**config.mk**
```make
export PLATFORM = sky130hd
export DESIGN_NAME = line_follow_pid_with_obstacle_detour_unit
export DESIGN_NICKNAME = d
export VERILOG_FILES = /design/src/rtl/core/lfpd_pkg.sv /design/src/rtl/core/lfpd_dpath.sv /design/src/rtl/core/lfpd_ctrl.sv /design/src/rtl/core/line_follow_pid_with_obstacle_detour_unit.sv
export SDC_FILE = /design/constraint.sdc
export NUM_CORES = 2
export LEC_CHECK = 0
export BUFFER_PORTS_ARGS = -buffer_cell sky130_fd_sc_hd__buf_4
export CAP_MARGIN = 40
export CORE_UTILIZATION = 55
export DETAILED_ROUTE_END_ITERATION = 6
export GPL_TIMING_DRIVEN = 1
export PLACE_DENSITY = 0.73
export SLEW_MARGIN = 0
export SYNTH_ARGS = -nofsm -noshare
export SYNTH_HDL_FRONTEND = slang
export SYNTH_SLANG_ARGS = --single-unit
```
**constraint.sdc**
```tcl
create_clock -name clock -period 11.5 [get_ports clock]
set_clock_uncertainty 0.05 [all_clocks]
set_input_delay 1.725 -clock clock [delete_from_list [all_inputs] [get_ports clock]]
set_output_delay 1.725 -clock clock [all_outputs]
set_load 0.02 [all_outputs]
```
**src/rtl/core/lfpd_pkg.sv**
```systemverilog
// lfpd_pkg: shared types and constants of the line follow pid detour unit
// used by lfpd_ctrl, lfpd_dpath and the top level; no dependencies
`timescale 1ns / 1ps
`default_nettype none

package lfpd_pkg;

   // behavior modes
   localparam logic [3:0] MODE_FOLLOW   = 4'd0;
   localparam logic [3:0] MODE_STOPPING = 4'd1;
   localparam logic [3:0] MODE_TURN_R   = 4'd2;
   localparam logic [3:0] MODE_CHECK_R  = 4'd3;
   localparam logic [3:0] MODE_FWD_SH   = 4'd4;
   localparam logic [3:0] MODE_CHECK_L  = 4'd5;
   localparam logic [3:0] MODE_ALIGN    = 4'd6;
   localparam logic [3:0] MODE_FWD      = 4'd7;
   localparam logic [3:0] MODE_TURN_L   = 4'd8;
   localparam logic [3:0] MODE_FWD_MORE = 4'd9;
   localparam logic [3:0] MODE_FIND     = 4'd10;

   // register indexes
   localparam logic [2:0] REG_KP    = 3'd0;
   localparam logic [2:0] REG_KI    = 3'd1;
   localparam logic [2:0] REG_KD    = 3'd2;
   localparam logic [2:0] REG_BASE  = 3'd3;
   localparam logic [2:0] REG_FRONT = 3'd4;
   localparam logic [2:0] REG_SIDE  = 3'd5;
   localparam logic [2:0] REG_TURN  = 3'd6;
   localparam logic [2:0] REG_AVOID = 3'd7;

   localparam logic [20:0] STOP_HOLD  = 21'd50000;
   localparam logic [20:0] PAUSE_HOLD = 21'd500000;
   localparam logic [20:0] SHORT_HOLD = 21'd1500000;
   localparam logic [20:0] FWD_HOLD   = 21'd1800000;
   localparam logic [20:0] MORE_HOLD  = 21'd2000000;
   localparam logic signed [7:0] TURN_SPD = 8'sd15;
   localparam logic signed [7:0] FIND_SPD = 8'sd7;

   // datapath commands from the controller
   typedef struct packed {
      logic load;      // capture input item
      logic pid_step;  // advance the pid sequence one step
      logic pid_start; // begin the pid sequence
   } cmd_type;

   // datapath status to the controller
   typedef struct packed {
      logic pid_done;
      logic no_line;
   } stat_type;

   // one result item
   typedef struct packed {
      logic              drive;
      logic signed [7:0] spd_l;
      logic signed [7:0] spd_r;
      logic [20:0]       hold_us;
   } res_type;

endpackage

`default_nettype wire

```
**src/rtl/core/lfpd_dpath.sv**
```systemverilog
// lfpd_dpath: pid datapath; error by shift-subtract division, serial gain products
// depends on lfpd_pkg
`timescale 1ns / 1ps
`default_nettype none

module lfpd_dpath #(
   parameter int FRAC_BITS = 8
) (
   input  wire                  clock,
   input  wire                  reset,
   input  wire lfpd_pkg::cmd_type cmd,
   output lfpd_pkg::stat_type   stat,
   input  wire [4:0]            line_bits,
   input  wire [7:0]            kp_gain,
   input  wire [7:0]            ki_gain,
   input  wire [7:0]            kd_gain,
   input  wire [6:0]            cruise_spd,
   output logic signed [7:0]    pid_left,
   output logic signed [7:0]    pid_right
);

   localparam int EW = FRAC_BITS + 3;       // error magnitude bits + sign
   localparam int SW = FRAC_BITS + 8;       // clamp range +-100<<F
   localparam int CW = SW + 12;             // control accumulator
   localparam int NW = FRAC_BITS + 4;       // dividend bits
   localparam int DW = $clog2(NW);          // division step counter bits
   localparam logic signed [SW-1:0] LIM = SW'(100) <<< FRAC_BITS;
   localparam logic signed [CW-1:0] LIMC = CW'(100) <<< FRAC_BITS;

   // sequence steps
   localparam logic [2:0] S_DIV = 3'd0;
   localparam logic [2:0] S_SUM = 3'd1;
   localparam logic [2:0] S_KP  = 3'd2;
   localparam logic [2:0] S_KI  = 3'd3;
   localparam logic [2:0] S_KD  = 3'd4;
   localparam logic [2:0] S_OUT = 3'd5;
   localparam logic [2:0] S_FIN = 3'd6;

   logic [2:0] step_ff, step_in;
   logic [DW-1:0] dcnt_ff, dcnt_in;
   logic [NW-1:0] quo_ff, quo_in;
   logic [2:0] rem_ff, rem_in;
   logic [2:0] cnt_ff, cnt_in;
   logic neg_ff, neg_in;
   logic signed [EW-1:0] prev_ff, prev_in, err_ff, err_in;
   logic signed [SW-1:0] esum_ff, esum_in;
   logic signed [CW-1:0] acc_ff, acc_in;
   logic signed [7:0] pl_ff, pl_in, pr_ff, pr_in;

   // line weight sum and count
   logic signed [3:0] wsum;
   logic [2:0] cnt;
   logic [2:0] wmag;
   always_comb begin
      wsum = 4'sd0;
      cnt  = 3'd0;
      if (line_bits[0]) wsum = wsum - 4'sd3;
      if (line_bits[1]) wsum = wsum - 4'sd2;
      if (line_bits[3]) wsum = wsum + 4'sd2;
      if (line_bits[4]) wsum = wsum + 4'sd3;
      for (int i = 0; i < 5; i++) cnt = cnt + 3'(line_bits[i]);
      wmag = wsum[3] ? 3'(-wsum) : 3'(wsum);
   end

   logic [3:0] rtry;
   logic signed [SW:0] esum_raw;
   logic signed [CW-1:0] prod, ctrl;
   logic signed [SW+1:0] base_q, lq, rq;
   logic signed [EW:0] derr;

   function automatic logic signed [7:0] to_spd(input logic signed [SW+1:0] q);
      logic [SW+1:0] m;
      logic [SW+1:0] s;
      begin
         m = q[SW+1] ? (SW+2)'(-q) : (SW+2)'(q);
         s = m >> FRAC_BITS;
         if (s > (SW+2)'(100)) s = (SW+2)'(100);
         to_spd = q[SW+1] ? -8'(s) : 8'(s);
      end
   endfunction

   always_comb begin
      step_in = step_ff; dcnt_in = dcnt_ff; quo_in = quo_ff; rem_in = rem_ff;
      cnt_in = cnt_ff; neg_in = neg_ff; prev_in = prev_ff; err_in = err_ff;
      esum_in = esum_ff; acc_in = acc_ff; pl_in = pl_ff; pr_in = pr_ff;
      rtry = {rem_ff, quo_ff[NW-1]};
      esum_raw = (SW+1)'(esum_ff) + (SW+1)'(err_ff);
      derr = (EW+1)'(err_ff) - (EW+1)'(prev_ff);
      base_q = (SW+2)'({1'b0, cruise_spd}) <<< FRAC_BITS;
      prod = '0;
      ctrl = (acc_ff > LIMC) ? LIMC : ((acc_ff < -LIMC) ? -LIMC : acc_ff);
      lq = base_q - (SW+2)'(ctrl);
      rq = base_q + (SW+2)'(ctrl);
      unique case (step_ff)
         S_DIV: begin
            // restoring division, one quotient bit a cycle
            quo_in = {quo_ff[NW-2:0], 1'b0};
            if (rtry >= {1'b0, cnt_ff}) begin
               rem_in = 3'(rtry - {1'b0, cnt_ff});
               quo_in[0] = 1'b1;
            end else begin
               rem_in = rtry[2:0];
            end
            dcnt_in = dcnt_ff - DW'(1);
            if (dcnt_ff == DW'(0)) step_in = S_SUM;
         end
         S_SUM: begin
            err_in = neg_ff ? -EW'(quo_ff) : EW'(quo_ff);
            step_in = S_KP;
         end
         S_KP: begin
            if (esum_raw > (SW+1)'(LIM)) esum_in = LIM;
            else if (esum_raw < -(SW+1)'(LIM)) esum_in = -LIM;
            else esum_in = SW'(esum_raw);
            prod = CW'(err_ff) * CW'($signed({1'b0, kp_gain}));
            acc_in = prod;
            step_in = S_KI;
         end
         S_KI: begin
            prod = CW'(esum_ff) * CW'($signed({1'b0, ki_gain}));
            acc_in = acc_ff + prod;
            step_in = S_KD;
         end
         S_KD: begin
            prod = CW'(derr) * CW'($signed({1'b0, kd_gain}));
            acc_in = acc_ff + prod;
            step_in = S_OUT;
         end
         S_OUT: begin
            pl_in = to_spd(lq);
            pr_in = to_spd(rq);
            prev_in = err_ff;
            step_in = S_FIN;
         end
         S_FIN: ;
         default: step_in = S_FIN;
      endcase
      if (cmd.pid_start) begin
         step_in = S_DIV;
         dcnt_in = DW'(NW - 1);
         quo_in = NW'(wmag) << FRAC_BITS;
         rem_in = 3'd0;
         cnt_in = cnt;
         neg_in = wsum[3];
      end
   end

   always_ff @(posedge clock) begin
      if (reset) begin
         step_ff <= S_FIN;
         prev_ff <= '0;
         esum_ff <= '0;
      end else begin
         if (cmd.pid_step || cmd.pid_start) step_ff <= step_in;
         if (cmd.pid_step) begin
            prev_ff <= prev_in;
            esum_ff <= esum_in;
         end
      end
      if (cmd.pid_step || cmd.pid_start) begin
         dcnt_ff <= dcnt_in; quo_ff <= quo_in; rem_ff <= rem_in; cnt_ff <= cnt_in;
         neg_ff <= neg_in; err_ff <= err_in; acc_ff <= acc_in;
         pl_ff <= pl_in; pr_ff <= pr_in;
      end
   end

   assign stat.pid_done = (step_ff == S_FIN);
   assign stat.no_line  = (cnt == 3'd0);
   assign pid_left  = pl_ff;
   assign pid_right = pr_ff;

endmodule

`default_nettype wire

```
**src/rtl/core/lfpd_ctrl.sv**
```systemverilog
// lfpd_ctrl: mode sequencer, handshake control and result emission
// depends on lfpd_pkg; drives lfpd_dpath by command signals
`timescale 1ns / 1ps
`default_nettype none

module lfpd_ctrl (
   input  wire                   clock,
   input  wire                   reset,
   input  wire                   in_valid,
   output logic                  in_ready,
   input  wire  [4:0]            line_bits,
   input  wire                   dist_ok,
   input  wire  [9:0]            left_cm,
   input  wire  [9:0]            front_cm,
   input  wire  [9:0]            right_cm,
   input  wire  [31:0]           now_us,
   input  wire  [9:0]            front_limit_cm,
   input  wire  [9:0]            side_limit_cm,
   input  wire  [23:0]           turn_time_us,
   input  wire  [6:0]            detour_spd,
   output lfpd_pkg::cmd_type     cmd,
   input  wire lfpd_pkg::stat_type stat,
   input  wire  signed [7:0]     pid_left,
   input  wire  signed [7:0]     pid_right,
   output logic                  out_valid,
   input  wire                   out_ready,
   output lfpd_pkg::res_type     out_res,
   output logic [3:0]            out_mode,
   output logic                  out_last
);

   localparam logic [1:0] ST_IDLE = 2'd0;
   localparam logic [1:0] ST_PID  = 2'd1;
   localparam logic [1:0] ST_OUT0 = 2'd2;
   localparam logic [1:0] ST_OUT1 = 2'd3;

   logic [1:0] st_ff, st_in;
   logic [3:0] mode_ff, mode_in;
   logic turn_ff, turn_in;
   logic [31:0] tbeg_ff, tbeg_in;
   logic pidres_ff, pidres_in;
   lfpd_pkg::res_type r0_ff, r0_in, r1_ff, r1_in;
   logic two_ff, two_in;

   logic near_f, near_l, near_r, tdone, take;
   logic signed [7:0] avs;
   lfpd_pkg::res_type stop_r;

   assign near_f = dist_ok && front_cm != 10'd0 && front_cm < front_limit_cm;
   assign near_l = dist_ok && left_cm != 10'd0 && left_cm < side_limit_cm;
   assign near_r = dist_ok && right_cm != 10'd0 && right_cm < side_limit_cm;
   assign tdone = (now_us - tbeg_ff) >= {8'd0, turn_time_us};
   assign avs = (detour_spd > 7'd100) ? 8'sd100 : $signed({1'b0, detour_spd});
   assign take = in_valid && in_ready;
   assign stop_r = '{drive: 1'b1, spd_l: 8'sd0, spd_r: 8'sd0,
                     hold_us: lfpd_pkg::STOP_HOLD};

   always_comb begin
      st_in = st_ff; mode_in = mode_ff; turn_in = turn_ff; tbeg_in = tbeg_ff;
      pidres_in = 1'b0; r0_in = r0_ff; r1_in = r1_ff; two_in = 1'b0;
      cmd = '0;
      unique case (st_ff)
         ST_IDLE: if (take) begin
            // decode one step of the mode sequence
            cmd.load = 1'b1;
            unique case (mode_ff) inside
               lfpd_pkg::MODE_FOLLOW: begin
                  if (near_f) begin
                     r0_in = stop_r; mode_in = lfpd_pkg::MODE_STOPPING;
                     st_in = ST_OUT0;
                  end else if (!stat.no_line) begin
                     cmd.pid_start = 1'b1; st_in = ST_PID;
                  end
               end
               lfpd_pkg::MODE_STOPPING: begin
                  r0_in = '{drive: 1'b0, spd_l: 8'sd0, spd_r: 8'sd0,
                            hold_us: lfpd_pkg::PAUSE_HOLD};
                  turn_in = 1'b0; mode_in = lfpd_pkg::MODE_TURN_R; st_in = ST_OUT0;
               end
               lfpd_pkg::MODE_TURN_R, lfpd_pkg::MODE_ALIGN, lfpd_pkg::MODE_TURN_L: begin
                  if (!turn_ff) begin
                     tbeg_in = now_us; turn_in = 1'b1;
                     r0_in.drive = 1'b1; r0_in.hold_us = '0;
                     r0_in.spd_l = (mode_ff == lfpd_pkg::MODE_TURN_R) ?
                        lfpd_pkg::TURN_SPD : -lfpd_pkg::TURN_SPD;
                     r0_in.spd_r = -r0_in.spd_l;
                     st_in = ST_OUT0;
                  end else if (tdone) begin
                     r0_in = stop_r; st_in = ST_OUT0;
                     if (mode_ff == lfpd_pkg::MODE_TURN_R) begin
                        turn_in = 1'b0; mode_in = lfpd_pkg::MODE_CHECK_R;
                     end else if (mode_ff == lfpd_pkg::MODE_ALIGN) begin
                        turn_in = 1'b0; mode_in = lfpd_pkg::MODE_FWD;
                     end else begin
                        mode_in = lfpd_pkg::MODE_FWD_MORE;
                     end
                  end
               end
               lfpd_pkg::MODE_CHECK_R:
                  mode_in = near_r ? lfpd_pkg::MODE_TURN_L : lfpd_pkg::MODE_FWD_SH;
               lfpd_pkg::MODE_CHECK_L: begin
                  if (!near_l) turn_in = 1'b0;
                  mode_in = lfpd_pkg::MODE_ALIGN;
               end
               lfpd_pkg::MODE_FWD_SH, lfpd_pkg::MODE_FWD, lfpd_pkg::MODE_FWD_MORE: begin
                  r0_in = '{drive: 1'b1, spd_l: avs, spd_r: avs,
                            hold_us: lfpd_pkg::SHORT_HOLD};
                  r1_in = stop_r; two_in = 1'b1; st_in = ST_OUT0;
                  if (mode_ff == lfpd_pkg::MODE_FWD_SH) begin
                     mode_in = lfpd_pkg::MODE_CHECK_L;
                  end else if (mode_ff == lfpd_pkg::MODE_FWD) begin
                     r0_in.hold_us = lfpd_pkg::FWD_HOLD;
                     if (!near_l) begin
                        turn_in = 1'b0; mode_in = lfpd_pkg::MODE_TURN_L;
                     end else mode_in = lfpd_pkg::MODE_FOLLOW;
                  end else begin
                     r0_in.hold_us = lfpd_pkg::MORE_HOLD;
                     if (!near_l) turn_in = 1'b0;
                     mode_in = lfpd_pkg::MODE_FOLLOW;
                  end
               end
               lfpd_pkg::MODE_FIND: begin
                  if (line_bits != 5'd0) mode_in = lfpd_pkg::MODE_FOLLOW;
                  else begin
                     r0_in = '{drive: 1'b1, spd_l: -lfpd_pkg::FIND_SPD,
                               spd_r: lfpd_pkg::FIND_SPD, hold_us: 21'd0};
                     st_in = ST_OUT0;
                  end
               end
               default: mode_in = lfpd_pkg::MODE_FOLLOW;
            endcase
         end
         ST_PID: begin
            // run the datapath until its sequence is done
            cmd.pid_step = 1'b1;
            pidres_in = 1'b1;
            if (stat.pid_done) begin
               cmd.pid_step = 1'b0;
               r0_in = '{drive: 1'b1, spd_l: pid_left, spd_r: pid_right,
                         hold_us: 21'd0};
               st_in = ST_OUT0;
            end
         end
         ST_OUT0: begin
            two_in = two_ff;
            if (out_ready) st_in = two_ff ? ST_OUT1 : ST_IDLE;
         end
         ST_OUT1: if (out_ready) st_in = ST_IDLE;
         default: st_in = ST_IDLE;
      endcase
   end

   always_ff @(posedge clock) begin
      if (reset) begin
         st_ff <= ST_IDLE; mode_ff <= lfpd_pkg::MODE_FOLLOW;
         turn_ff <= 1'b0; tbeg_ff <= '0; two_ff <= 1'b0; pidres_ff <= 1'b0;
      end else begin
         st_ff <= st_in; mode_ff <= mode_in; turn_ff <= turn_in;
         tbeg_ff <= tbeg_in; two_ff <= two_in; pidres_ff <= pidres_in;
      end
      r0_ff <= r0_in;
      r1_ff <= r1_in;
   end

   assign in_ready  = (st_ff == ST_IDLE);
   assign out_valid = (st_ff == ST_OUT0) || (st_ff == ST_OUT1);
   assign out_res   = (st_ff == ST_OUT1) ? r1_ff : r0_ff;
   assign out_mode  = mode_ff;
   assign out_last  = (st_ff == ST_OUT1) || !two_ff || pidres_ff;

endmodule

`default_nettype wire

```
**src/rtl/core/line_follow_pid_with_obstacle_detour_unit.sv**
```systemverilog
// line_follow_pid_with_obstacle_detour_unit: top level of the line follower
// depends on lfpd_pkg, lfpd_ctrl and lfpd_dpath
//
//  channel   dir  handshake            payload
//  req       in   req_tvalid/tready    tdata: line, ok, left, front, right, now
//  rsp       out  rsp_tvalid/tready    tdata: drive,l,r,hold,mode; tlast
//  csr       in   csr_we               csr_index, csr_wdata
//
// a follow step with line passes through the accept state, the serial division
// by sensor count, the error, the three gain products in turn and the speeds,
// then loads the result and hands it over
// detour steps go from acceptance straight to their results; one item at a time
// reset clears mode, turn and pid state; results wait in registers while
// rsp_tready is low, and req_tready is low until the last result is taken
`timescale 1ns / 1ps
`default_nettype none

module line_follow_pid_with_obstacle_detour_unit #(
   parameter int FRAC_BITS = 8
) (
   input  wire         clock,
   input  wire         reset,
   input  wire         req_tvalid,
   output logic        req_tready,
   input  wire  [71:0] req_tdata,  // line_bits, dist_ok, left_cm, front_cm, right_cm, now_us
   output logic        rsp_tvalid,
   input  wire         rsp_tready,
   output logic [47:0] rsp_tdata,  // drive, spd_l, spd_r, hold_us, mode_now
   output logic        rsp_tlast,
   input  wire         csr_we,
   input  wire  [2:0]  csr_index,
   input  wire  [23:0] csr_wdata
);

   logic [7:0] kp_ff, ki_ff, kd_ff;
   logic [6:0] base_ff, avoid_ff;
   logic [9:0] front_ff, side_ff;
   logic [23:0] turn_ff;

   // configuration registers
   always_ff @(posedge clock) begin
      if (reset) begin
         kp_ff <= 8'd50; ki_ff <= 8'd1; kd_ff <= 8'd1; base_ff <= 7'd60;
         front_ff <= 10'd30; side_ff <= 10'd25; turn_ff <= 24'd1500000;
         avoid_ff <= 7'd50;
      end else if (csr_we) begin
         unique case (csr_index)
            lfpd_pkg::REG_KP:    kp_ff <= csr_wdata[7:0];
            lfpd_pkg::REG_KI:    ki_ff <= csr_wdata[7:0];
            lfpd_pkg::REG_KD:    kd_ff <= csr_wdata[7:0];
            lfpd_pkg::REG_BASE:  base_ff <= csr_wdata[6:0];
            lfpd_pkg::REG_FRONT: front_ff <= csr_wdata[9:0];
            lfpd_pkg::REG_SIDE:  side_ff <= csr_wdata[9:0];
            lfpd_pkg::REG_TURN:  turn_ff <= csr_wdata[23:0];
            lfpd_pkg::REG_AVOID: avoid_ff <= csr_wdata[6:0];
            default: ;
         endcase
      end
   end

   lfpd_pkg::cmd_type cmd;
   lfpd_pkg::stat_type stat;
   lfpd_pkg::res_type res;
   logic signed [7:0] pid_left, pid_right;
   logic [3:0] mode_now;

   lfpd_dpath #(.FRAC_BITS(FRAC_BITS)) u_dpath (
      .clock, .reset, .cmd, .stat,
      .line_bits(req_tdata[4:0]), .kp_gain(kp_ff), .ki_gain(ki_ff), .kd_gain(kd_ff),
      .cruise_spd(base_ff), .pid_left, .pid_right
   );

   lfpd_ctrl u_ctrl (
      .clock, .reset, .in_valid(req_tvalid), .in_ready(req_tready),
      .line_bits(req_tdata[4:0]), .dist_ok(req_tdata[5]), .left_cm(req_tdata[15:6]),
      .front_cm(req_tdata[25:16]), .right_cm(req_tdata[35:26]),
      .now_us(req_tdata[67:36]), .front_limit_cm(front_ff), .side_limit_cm(side_ff),
      .turn_time_us(turn_ff), .detour_spd(avoid_ff), .cmd, .stat, .pid_left,
      .pid_right, .out_valid(rsp_tvalid), .out_ready(rsp_tready), .out_res(res),
      .out_mode(mode_now), .out_last(rsp_tlast)
   );

   assign rsp_tdata = {6'd0, mode_now, res.hold_us, res.spd_r, res.spd_l,
                       res.drive};

   // no new item while a result is pending
   a_no_overlap: assert property (@(posedge clock) disable iff (reset)
      rsp_tvalid |-> !req_tready) else $error("ready during result");
   // a result held under stall keeps its payload
   a_hold: assert property (@(posedge clock) disable iff (reset)
      rsp_tvalid && !rsp_tready |=> $stable(rsp_tdata))
      else $error("result changed under stall");
   // left speed stays in range
   a_range: assert property (@(posedge clock) disable iff (reset)
      rsp_tvalid |-> ($signed(rsp_tdata[8:1]) <= 8'sd100 &&
                      $signed(rsp_tdata[8:1]) >= -8'sd100))
      else $error("speed out of range");

endmodule

`default_nettype wire

```
# Word level (Yosys, flattened, before mapping)
# Cells that the tools add are included.
[op_classes] multipliers=3 eq_ne=43 bitwise=1 n_lt_le_gt_ge=12 n_mux=82 add_sub_neg=23 reduce_logical=50
[op_table] op="$mux 38" n=7
[op_table] op="$pmux 38 s5" n=1
[op_table] op="$pmux 28 s3" n=1
[op_table] op="$pmux 38 s2" n=1
[op_table] op="$mux 18" n=4
[op_table] op="$mux 4" n=15
[op_table] op="$mux 8" n=7
[op_table] op="$neg 18->18" n=2
[op_table] op="$ge 32x24->1" n=1
[op_table] op="$mux 16" n=2
[op_table] op="$sub 32x32->32" n=1
[op_table] op="$lt 10x10->1" n=3
[op_table] op="$reduce_and 2->1" n=15
[op_table] op="$reduce_bool 10->1" n=3
[op_table] op="$add 28x21->28" n=1
[op_table] op="$add 28x25->28" n=1
[op_table] op="$gt 28x16->1 const B" n=1
[op_table] op="$lt 28x16->1 const B" n=1
[op_table] op="$pmux 4 s7" n=1
[op_table] op="$mul 16x9->25" n=1
[op_table] op="$neg 8->8" n=3
[op_table] op="$mux 11" n=2
[op_table] op="$eq 3x3->1 const B" n=7
[op_table] op="$mul 12x9->21" n=1
[op_table] op="other kinds (62)" n=132
[totals] out_inout_bits=51 elab_cells=245 input_bits=104 reg_bits=269

# Logic depth before layout (Yosys ltp)
[depth] ltp_word=12 ltp_mapped=36 ltp_nobuf=35

# Modules after synthesis
# Synthesis repeated with hierarchy kept, for this count alone.
[hier_totals] cells_unflattened=3566 area_unflattened_um2=31327.5
[modules_own_cells] mod="lfpd_dpath" cells_per_inst=2375 seq_area_each_um2=2942.8 area_each_um2=21307.9 instances=1
[modules_own_cells] mod="lfpd_ctrl" cells_per_inst=869 seq_area_each_um2=1721.7 area_each_um2=6657.6 instances=1
[modules_own_cells] mod="line_follow_pid_with_obstacle_detour_unit" cells_per_inst=322 seq_area_each_um2=1641.6 area_each_um2=3362.0 instances=1

# Worst setup path before layout
# No wires, ideal clock.
[synth_timing] path_type="reg-to-reg" startpoint="register u_dpath.err_ff[1]" endpoint="register u_dpath.acc_ff[26] (data pin)" path_buffers=1 slack_ps=3494 setup_ps=259 period_less_slack_ps=8006 t_arrival_ps=7697 path_stages_with_launch=34 required_time_ps=11191 cell_sequence="edfxtp_1 ha_1 nor2b_1 o21ai_0 a21boi_0 o21ai_0 a21boi_0 o21ai_0 a21boi_0 o21ai_0 a21boi_0 o22ai_1 clkbuf_1 nand2_1 fa_1 inv_1 fa_1 fa_1 fa_1 inv_1 fa_1 inv_1 ha_1 o21a_1 o21ai_0 a21boi_0 o211ai_1 o21ba_2 o21ai_0 o21ai_0 a21o_1 a21oi_1 xnor2_1 a211o_1"
[synth_via] elab_chain_cells=4 word_cells_on_any_way=5 cone_classes="2 x add/sub; 2 x mul; 1 x mux"
[synth_lines] element="start, declared" line_no="lfpd_dpath.sv:45" source="logic signed [EW-1:0] prev_ff, prev_in, err_ff, err_in;"
[synth_lines] element="start signal, assigned" line_no="lfpd_dpath.sv:162" source="neg_ff <= neg_in; err_ff <= err_in; acc_ff <= acc_in;"
[synth_lines] element="$sub 11x11->12" line_no="lfpd_dpath.sv:88" source="derr = (EW+1)'(err_ff) - (EW+1)'(prev_ff);"
[synth_lines] element="$mul 12x9->21" line_no="lfpd_dpath.sv:125" source="prod = CW'(derr) * CW'($signed({1'b0, kd_gain}));"
[synth_lines] element="$add 28x21->28" line_no="lfpd_dpath.sv:126" source="acc_in = acc_ff + prod;"
[synth_lines] element="$pmux 28 s3 (*)" line_no="lfpd_dpath.sv:94" source="unique case (step_ff)"
[synth_lines] element="named net u_dpath.acc_in[26]" line_no="lfpd_dpath.sv:47" source="logic signed [CW-1:0] acc_ff, acc_in;"
[synth_lines] element="end signal, assigned" line_no="lfpd_dpath.sv:162"
[synth_lines] element="end, declared" line_no="lfpd_dpath.sv:47"
# The timed path passes the listed nets; every way through them passes the cells marked *.
# A chain may end at the register's enable or synchronous reset.

# Final worst setup path
# Same ends and word-level chain as after synthesis.

==> flow_summary.ini <==
[clocking]
cts_buffers = 34
cts_hold_buffers = 0
clk_latency_ns = 0.55
ctsResizeCount = 0
root_buffer = clkbuf_16
numClockSinks = 261
cts_tree = yes
h-tree-depth = 2
clk_path_buf_depth = 3
clkTransAtPathRegs_ns = 0.06
cts_setup_buffers = 0

[timing]
finalWorstPathRequiredPeriod_ns = 9.07
final_hold_viol_count = 0
rsz0062_at_grt = false
holdWs_ns = 0.402
worst_slack_ns = 2.43
drv_slew = 0
tightest_slew_ns = 0.934
final.setup.tns_ns = 0
post-route-period-util_pct = 78.9
fmax_mhz = 110
setup_viol = 0
slew_headroom_pct = 37.5

[drt]
wirelength_um = 74800
vias = 24829
drc = 0
first_iter_violations = 1659
avgViaCountPerCell = 5.59
drt_pass1_iterations = 6
avgRoutedWirePerCell_um = 16.8
ant_nets = 0

[logic_synthesis]
synth.ff_latch_count = 261
synth.avg_cell_area_um2 = 8.57
synth_flop_cell = dfxtp_1
yosysSeqAreaShare_pct = 20.4
synth_area_mm2 = 0.0308
netlist_instances = 3601
ys_types = 95
synth_edf_count = 108
synthArstFlopShare_pct = 0
ys.warnings.count = 0

[setup_path]
cp-end-kind = register
cp_common_cell = o21ai_0
cp-start-kind = register
worstPathMaxFanout = 13
slowest_stage = edfxtp_1
crit_path_max_incr_delay_ns = 0.69
critPathArrivalTime_ns = 9.32
crit_type = register to register
crit_required_ns = 11.75

[global_routing]
grt_usage_pct = 26.9
grt_max_degree = 76
antenna_found_initial = 4
grt_first_pass_wirelength_um = 124000
grt-ovfl-total = 0
grt_pass1_vias = 24786

[placement]
postPlaceCellArea_mm2 = 0.0325
dp.final_hpwl_um = 59300
gp_congestion = 0.920
dp_worst_setup_slack_ns = 2.61
io_buffers = 139

[floorplanning]
die_h_um = 239
dieArea_mm2 = 0.0570
initial_core_util_pct = 55.8
num_io_pins = 155
core-area_mm2 = 0.0553
die_x_um = 239
num_rows = 86

[job]
drv_cap = 0

[pwr]
irDropWorstVdd_mv = 0.138
p_per_area_mw_per_mm2 = 147
p_leak_nw = 15.6

[cells_and_area]
nets = 4380
drive_above_1_share_pct = 6.88
syn2layout_area_growth_pct = 8.90
design_area_mm2 = 0.0336
postLayoutCoreUtil_pct = 60.7

[worst_hold_path]
worstHoldPathType = register to register

[status]
status = finished, final reports clean
[flip-flops by register name, indices dropped and copies added (netlist names), 3 cells and up]
signal / cells
u_dpath.dcnt_ff: 4
avoid_ff: 7
side_ff: 10
u_ctrl.r0_ff: 30
u_dpath.err_ff: 11
u_ctrl.tbeg_ff: 32
kp_ff: 8
u_dpath.quo_ff: 12
u_dpath.pid_left: 8
ki_ff: 8
u_dpath.step_ff: 3
turn_ff: 24
u_dpath.esum_ff: 16
u_ctrl.out_mode: 4
u_dpath.rem_ff: 3
base_ff: 7
u_dpath.cnt_ff: 3
front_ff: 10
u_dpath.pid_right: 8
u_dpath.acc_ff: 28
kd_ff: 8
u_dpath.prev_ff: 11
[final timing paths]
| kind | from | slack [ns] | cells after the start | to |
|---|---|---|---|---|
| setup / recovery | u_dpath.err_ff[1]$_DFFE_PP_ | 2.43 | 32 | u_dpath.acc_ff[26]$_DFFE_PP_ |
| hold / removal | u_ctrl.tbeg_ff[21]$_SDFFE_PP0P_ | 0.40 | 2 | u_ctrl.tbeg_ff[21]$_SDFFE_PP0P_ |
| hold reg to reg | u_ctrl.tbeg_ff[21]$_SDFFE_PP0P_ | 0.40 | 2 | u_ctrl.tbeg_ff[21]$_SDFFE_PP0P_ |
| setup reg to reg | u_dpath.err_ff[1]$_DFFE_PP_ | 2.43 | 32 | u_dpath.acc_ff[26]$_DFFE_PP_ |
[stage by stage]
| step | cells | total power, mW |
|---|---|---|
| after CTS | 4439 | 4.94 |
| after detailed placement | 4377 | 3.82 |
| after global routing | 4441 | 5.29 |
| after global placement | 4373 | 3.78 |
| final | 4443 | 4.93 |
| after floorplan | 3611 | 3.20 |
[logic make-up after synthesis]
family                     count (synthesis)  share of synthesized area [%]
buffers and inverters                    689                           8.64
muxes                                     30                          0.986
and+or+nand+nor                         1167                           18.4
AOI/OAI and AO/OA                        694                           14.9
xor gates and xnor gates                 147                           4.20
other                                      1                         0.0122
DFF                                      261                           20.4
adders and majority gates                612                           32.4
[Yosys cell counts, types with 15 or more instances]
| master | number | area (um2) |
|---|---|---|
| ha_1 | 299 | 3740 |
| o21a_1 | 24 | 180 |
| a211o_1 | 15 | 131 |
| a21o_1 | 60 | 450 |
| a22oi_1 | 19 | 143 |
| dfxtp_1 | 153 | 3060 |
| nor3_1 | 43 | 215 |
| xor2_1 | 50 | 438 |
| a211oi_1 | 20 | 150 |
| o21bai_1 | 18 | 135 |
| nor4_1 | 28 | 175 |
| o211ai_1 | 36 | 270 |
| clkbuf_1 | 108 | 405 |
| o21ai_0 | 117 | 586 |
| a21oi_1 | 224 | 1120 |
| and2_1 | 219 | 1370 |
| nor2b_1 | 37 | 231 |
| fa_1 | 311 | 6230 |
| nand2_1 | 459 | 1720 |
| xnor2_1 | 96 | 841 |
| inv_1 | 545 | 2050 |
| nand2b_1 | 43 | 269 |
| edfxtp_1 | 108 | 3240 |
| nand3_1 | 55 | 275 |
| mux2i_1 | 27 | 270 |
| or3_1 | 21 | 131 |
| nor2_1 | 182 | 683 |
[per-layer routing]
metal	track usage, %	up-vias	wire length (um)
li1	-	12057	-
met1	36.9	12057	33900
met2	44.6	600	35000
met3	3.42	111	4050
met4	7.61	4	1840
met5	0	-	27
[worst max-delay path, delay by kind of cell (launching register included)]
| family | cells | cell delay, ns |
|---|---|---|
| AOI/OAI and AO/OA | 18 | 3.74 |
| xor gates and xnor gates | 1 | 0.09 |
| adders and majority gates | 7 | 3.21 |
| buffers and inverters | 3 | 0.14 |
| DFF | 1 | 0.69 |
| and+or+nand+nor | 3 | 0.89 |
[cell usage in the layout, fill, tap and decap left out, types with 9 or more instances in the layout]
cell,synthesis,routed
a211o_1,15,15
a211oi_1,20,20
a21boi_0,12,12
a21o_1,60,60
a21oi_1,224,223
a221o_1,11,11
a22oi_1,19,19
a31oi_1,14,14
a32o_1,10,10
and2_1,219,219
and3_1,12,12
buf_4,14,159
clkbuf_16,0,34
conb_1,1,11
dfxtp_1,153,153
edfxtp_1,108,108
fa_1,311,311
ha_1,299,299
inv_1,545,545
mux2i_1,27,27
nand2_1,459,459
nand2b_1,43,43
nand3_1,55,55
nand3b_1,11,11
nor2_1,182,181
nor2b_1,37,36
nor3_1,43,42
nor3b_1,12,12
nor4_1,28,28
o211ai_1,36,36
o21a_1,24,24
o21ai_0,117,116
o21bai_1,18,18
o221ai_1,11,11
o31a_1,9,9
or2_2,11,11
or3_1,21,21
xnor2_1,96,96
xor2_1,50,50
[where the power goes]
group	internal (mW)	switching, mW
clock	0.649	0.445
combinational	0.999	1.45
sequential	1.22	0.166
[layout make-up]
type | instances | area (um2)
clock buffers | 42 | 891
fillers | 4935 | 21700
clock inverters | 20 | 234
multi-input cells | 2661 | 21900
inverters | 547 | 2050
flip-flops and latches | 261 | 6310
diodes | 3 | 7.51
well taps | 748 | 936
repair buffers | 161 | 1220
Note: power is estimated with default switching activity, not from simulation.
